## config.mk

```make
export PLATFORM = sky130hd
export DESIGN_NAME = rrda_div12
export DESIGN_NICKNAME = d
export VERILOG_FILES = /design/src/rtl/core/rrda_pkg.sv /design/src/rtl/core/rrda_div12.sv
export SDC_FILE = /design/constraint.sdc
export NUM_CORES = 1
export LEC_CHECK = 0
export BUFFER_PORTS_ARGS = -buffer_cell sky130_fd_sc_hd__buf_2
export CAP_MARGIN = 20
export CORE_ASPECT_RATIO = 2
export CORE_MARGIN = 1
export CORE_UTILIZATION = 45
export CTS_CLUSTER_SIZE = 24
export DETAILED_ROUTE_END_ITERATION = 10
export PLACE_DENSITY = 0.61
export SLEW_MARGIN = 20
export SYNTH_ARGS = -nofsm -noshare
export SYNTH_HDL_FRONTEND = slang
export SYNTH_SLANG_ARGS = --single-unit
export TNS_END_PERCENT = 50
```

## constraint.sdc

```tcl
create_clock -name clk -period 11.8 [get_ports clk]
set_input_delay 1.18 -clock clk [delete_from_list [all_inputs] [get_ports clk]]
set_output_delay 1.18 -clock clk [all_outputs]
set_load 0.1 [all_outputs]
```

## src/rtl/core/rrda_pkg.sv

```systemverilog
// shared constants, request and register codes, config struct and address helper
// for the rain declutter accumulator; no dependencies
`timescale 1ns / 1ps
`default_nettype none

package rrda_pkg;

  // grid geometry
  localparam int GRID_SIZE = 400;
  localparam int CELLS     = GRID_SIZE * GRID_SIZE;
  localparam int AW        = $clog2(CELLS);
  localparam int KW        = AW + 1;
  localparam int CW        = $clog2(GRID_SIZE);

  // request codes
  localparam logic [2:0] REQ_WRITE     = 3'd0;
  localparam logic [2:0] REQ_MAP_DONE  = 3'd1;
  localparam logic [2:0] REQ_HOUR_DONE = 3'd2;
  localparam logic [2:0] REQ_READ      = 3'd3;
  localparam logic [2:0] REQ_CLEAR     = 3'd4;

  // register indexes
  localparam logic [3:0] CFG_THRESHOLD   = 4'd0;
  localparam logic [3:0] CFG_NEIGHBOR    = 4'd1;
  localparam logic [3:0] CFG_MAP_PASSES  = 4'd2;
  localparam logic [3:0] CFG_HOUR_PASSES = 4'd3;

  // divide by twelve: (x >> 2) * ceil(2^25 / 3) >> 25
  localparam logic [23:0] DIV3_MULT  = 24'd11184811;
  localparam int          DIV3_SHIFT = 25;

  localparam logic [23:0] SUM_MAX = 24'hFFFFFF;

  typedef struct packed {
    logic [15:0] thr;
    logic [3:0]  nmin;
    logic [4:0]  map_passes;
    logic [4:0]  hour_passes;
  } cfg_t;

  // linear address of a grid cell
  function automatic logic [AW-1:0] cell_addr(input logic [CW-1:0] r, input logic [CW-1:0] c);
    logic [AW-1:0] base;
    base = AW'(r) * AW'(GRID_SIZE);
    return base + AW'(c);
  endfunction

endpackage

`default_nettype wire

```

## src/rtl/core/rrda_div12.sv

```systemverilog
// accumulator cell divided by twelve, one multiply stage
// depends on rrda_pkg
`timescale 1ns / 1ps
`default_nettype none

module rrda_div12 (
  input  wire logic        clk,
  input  wire logic [23:0] x,
  output logic      [20:0] q
);
  import rrda_pkg::*;

  logic [45:0] prod;

  // quarter, then reciprocal of three
  always_ff @(posedge clk) begin
    prod <= 46'(x[23:2]) * 46'(DIV3_MULT);
  end

  assign q = prod[DIV3_SHIFT+20:DIV3_SHIFT];

endmodule

`default_nettype wire

```

* After elaboration in Yosys (flattened, before gate mapping) *
Index checks and enable logic that the tools add are counted.

cells by class
  $add $sub $neg = 0
  multipliers = 1
  divide/modulo/power cells = 0
  magnitude comparators = 0
  equal/unequal tests = 0
  shift operators = 0
  muxes and demuxes = 0
  bitwise gates (word level) = 0
  reductions and logical operators = 0

operator list
  cell                                                                    count
  22-bit by 24-bit multiplier with 46-bit output (second input constant)  1

word-level totals
  bits in registers = 46
  latch bits = 0
  RAM bits = 0
  ROM bits = 0
  input port bits = 25
  output and inout bits = 21
  logic and storage cells = 2
  memories = 0

* Longest topological paths before layout *
  depth in word-level cells = 1
  gate-level depth with buffers = 22
  gate-level depth less buffers = 22

* Least setup slack after synthesis *
Ideal clock, no wire load.

  path type = in2reg
  start point = input x[9]
  end point = register prod[40]
  library setup time = 0.062 ns
  arrival time = 6.872 ns
  data required time = 11.738 ns
  path slack = 4.866 ns
  cell stages on the path = 20
  path buffers = 0
  path through = ha_1 -> fa_1 -> inv_1 -> fa_1 -> fa_1 -> fa_1 -> inv_1 -> fa_1 -> inv_1 -> fa_1 -> inv_1 -> ha_1 -> a21oi_1 -> o22ai_1 -> o221ai_1 -> o21ai_1 -> nor3_4 -> a311oi_2 -> or4_1 -> nand3_1

between the ends
  word-level cells in the longest chain between the ends = 1

RTL lines
  item                                            RTL line          text
  from (decl)                                     rrda_div12.sv:8   input wire logic [23:0] x,
  22-bit by 24-bit multiplier with 46-bit output  rrda_div12.sv:17  prod <= 46'(x[23:2]) * 46'(DIV3_MULT);
  to (signal assigned)                            rrda_div12.sv:17
  to (decl)                                       rrda_div12.sv:13  logic [45:0] prod;

Every way passes these cells.

* Worst setup path after layout *
  start point = input x[9]
  end point = register prod[38]

The elaborated chain is that of the path after synthesis.

==> results_dict.tcl <==
set metrics [dict create \
    run_status "finished, final reports clean" \
    cts_setup_buffers 0 \
    wire_per_inst_um 16.1 \
    vias 4736 \
    cts_tree "done" \
    ant_nets 0 \
    finalHoldViolations 0 \
    cp-start-kind "primary input" \
    drv_cap 0 \
    clk_pin_slew_ns 0.07 \
    root_buffer "clkbuf_16" \
    finalSetupViolations 0 \
    worstSetupPathType "primary input to register" \
    worst_setup_path_end_kind "register" \
    crit_arrival_ns 8.10 \
    initial_utilization_pct 46.0 \
    multi_input_area_sq_um 5850 \
    top_register "prod" \
    area_growth_pct 7.75 \
    yosys.area.top_type "fa_1" \
    core_sq_um 15200 \
    antenna_found_initial 0 \
    dieHeight_um 178 \
    synthCells 686 \
    worst-path-max-fanout 4 \
    cts_buffers 3 \
    synth_common_cells "inv_1, ha_1, fa_1" \
    max_slew_margin_pct 33.9 \
    clock_sinks 21 \
    gp_congestion 0.858 \
    largest_reg_flops 21 \
    rsz0062_at_grt "no" \
    finalWirelength_um 15000 \
    synth_area_leaders "fa_1, ha_1, inv_1" \
    hold_path.class "primary input to register" \
    yosysSeqAreaShare_pct 6.00 \
    finalCritPeriodShare_pct 67.5 \
    ys_async_sr_fraction_pct 0 \
    yosysWarnings 0 \
    pin_count 46 \
    synth-edff-count 0 \
    required_ns 11.93 \
    layout-drive-gt1-share_pct 7.64 \
    num-fill-cells 1445 \
    htree_levels 1 \
    largestRegisters "prod x21" \
    track_usage_pct 20.6 \
    syn-num-nets 1020 \
    yosysTopAreaCellShare_pct 37.7 \
    dieArea_sq_um 16100 \
    viasPerCell 5.09 \
    row_count 64 \
    overflow 0 \
    diodes 0 \
    grt_max_degree 13 \
    grt_pass1_vias 5558 \
    layout.nets 1068 \
    cts_hold_buf 0 \
    syn_area_per_cell_sq_um 10.2 \
    first_iter_violations 84 \
    yosys.cell_count.top_type "inv_1" \
    grt_pass1_wl_um 25800 \
    ys_types 40 \
    port_buffers 43 \
    cts_resized 0 \
    period_minus_slack_ns 7.97 \
    die_width_um 90.2 \
    fmax_mhz 125 \
    fin_setup_tns_ns 0 \
    dp_hpwl_um 14100 \
    drcViolationCount 0 \
    clockBufferDepth 2 \
    ys_ff_latch 21 \
    synthesis.area_sq_um 7010 \
    tightest_slew_ns 0.986 \
    timing_max_transition_violations_final 0 \
    seq_area_sq_um 420 \
    dr.pass1.iters 4 \
    synthFlopType "dfxtp_1" \
]
==> path summary, 6_finish.rpt <==
check,slack [ns],cells after the start,to,startpoint
max,3.83,21,prod[38]$_DFF_P_,x[9]
min,1.66,6,prod[45]$_DFF_P_,x[23]
==> kinds of logic (layout without fill, tap and decap cells) <==
| logic type | Yosys count | after routing | share of synthesized area (%) |
|---|---|---|---|
| AO/OA/AOI/OAI | 76 | 76 | 7.05 |
| AND/OR/NAND/NOR | 65 | 65 | 4.66 |
| buffers and inverters | 195 | 242 | 10.4 |
| XOR/XNOR | 20 | 20 | 2.50 |
| adder cells (fa/ha/maj) | 309 | 309 | 69.3 |
| flip-flops | 21 | 21 | 6.00 |
==> area by class of cell <==
type / instances / area share (%)
repair buffers: 43 / 2.85
inverters: 195 / 9.70
well taps: 198 / 3.28
multi-input cells: 470 / 77.5
clock buffers: 3 / 0.995
flip-flops and latches: 21 / 5.57
clock inverters: 1 / 0.0663
==> routing by layer <==
metal  wire (um)  vias to the layer above  global-route usage [%]
met5           0                        -                       0
met4         688                        0                    8.67
met3         264                       29                    1.53
met2        8990                       72                    43.9
met1        5070                     2340                    19.5
li1            -                     2295                       -
==> cell usage in the layout (no fill, tap or decap), types with 2 or more instances in the layout <==
| cell | n |
|---|---|
| nor3_1 | 2 |
| buf_2 | 43 |
| dfxtp_1 | 21 |
| o21ai_0 | 12 |
| nor4_1 | 2 |
| o21bai_1 | 2 |
| a211oi_1 | 4 |
| and4_4 | 2 |
| o22ai_1 | 3 |
| inv_1 | 195 |
| nand2_1 | 23 |
| xnor2_1 | 13 |
| a31oi_1 | 3 |
| ha_1 | 177 |
| o211ai_1 | 2 |
| nor2_1 | 15 |
| o21ai_1 | 2 |
| a21o_1 | 10 |
| a21oi_1 | 27 |
| clkbuf_16 | 3 |
| fa_1 | 132 |
| nand4_1 | 10 |
| nand3_1 | 4 |
| xor2_1 | 7 |
==> stage by stage <==
step	setup slack [ns]	instance area (sq um)	hold WS [ns]	cells	utilization, %
after detailed placement	3.54	7470	1.73	927	49.1
after global placement	3.59	7470	1.73	927	49.1
final	3.83	7550	1.66	931	49.6
after global routing	3.59	7550	1.77	931	49.6
after floorplan	4.87	7010	1.75	686	-
after CTS	3.80	7550	1.67	931	49.6
==> worst max-delay path: stages <==
cell      delay [ns]
buf_2           0.12
ha_1            0.37
fa_1            0.67
inv_1           0.13
fa_1            0.75
fa_1            0.50
fa_1            0.56
inv_1           0.06
fa_1            0.55
inv_1           0.07
fa_1            0.54
inv_1           0.04
ha_1            0.32
a21oi_1         0.25
a21oi_1         0.14
o21ai_0         0.23
nor2_1          0.08
a211oi_1        0.83
a21boi_0        0.34
o21ai_0         0.26
a211oi_1        0.11
Power is left out: the tool's default activity adds up to more than one toggle a clock period on the data nets, which glitch-free logic cannot reach.
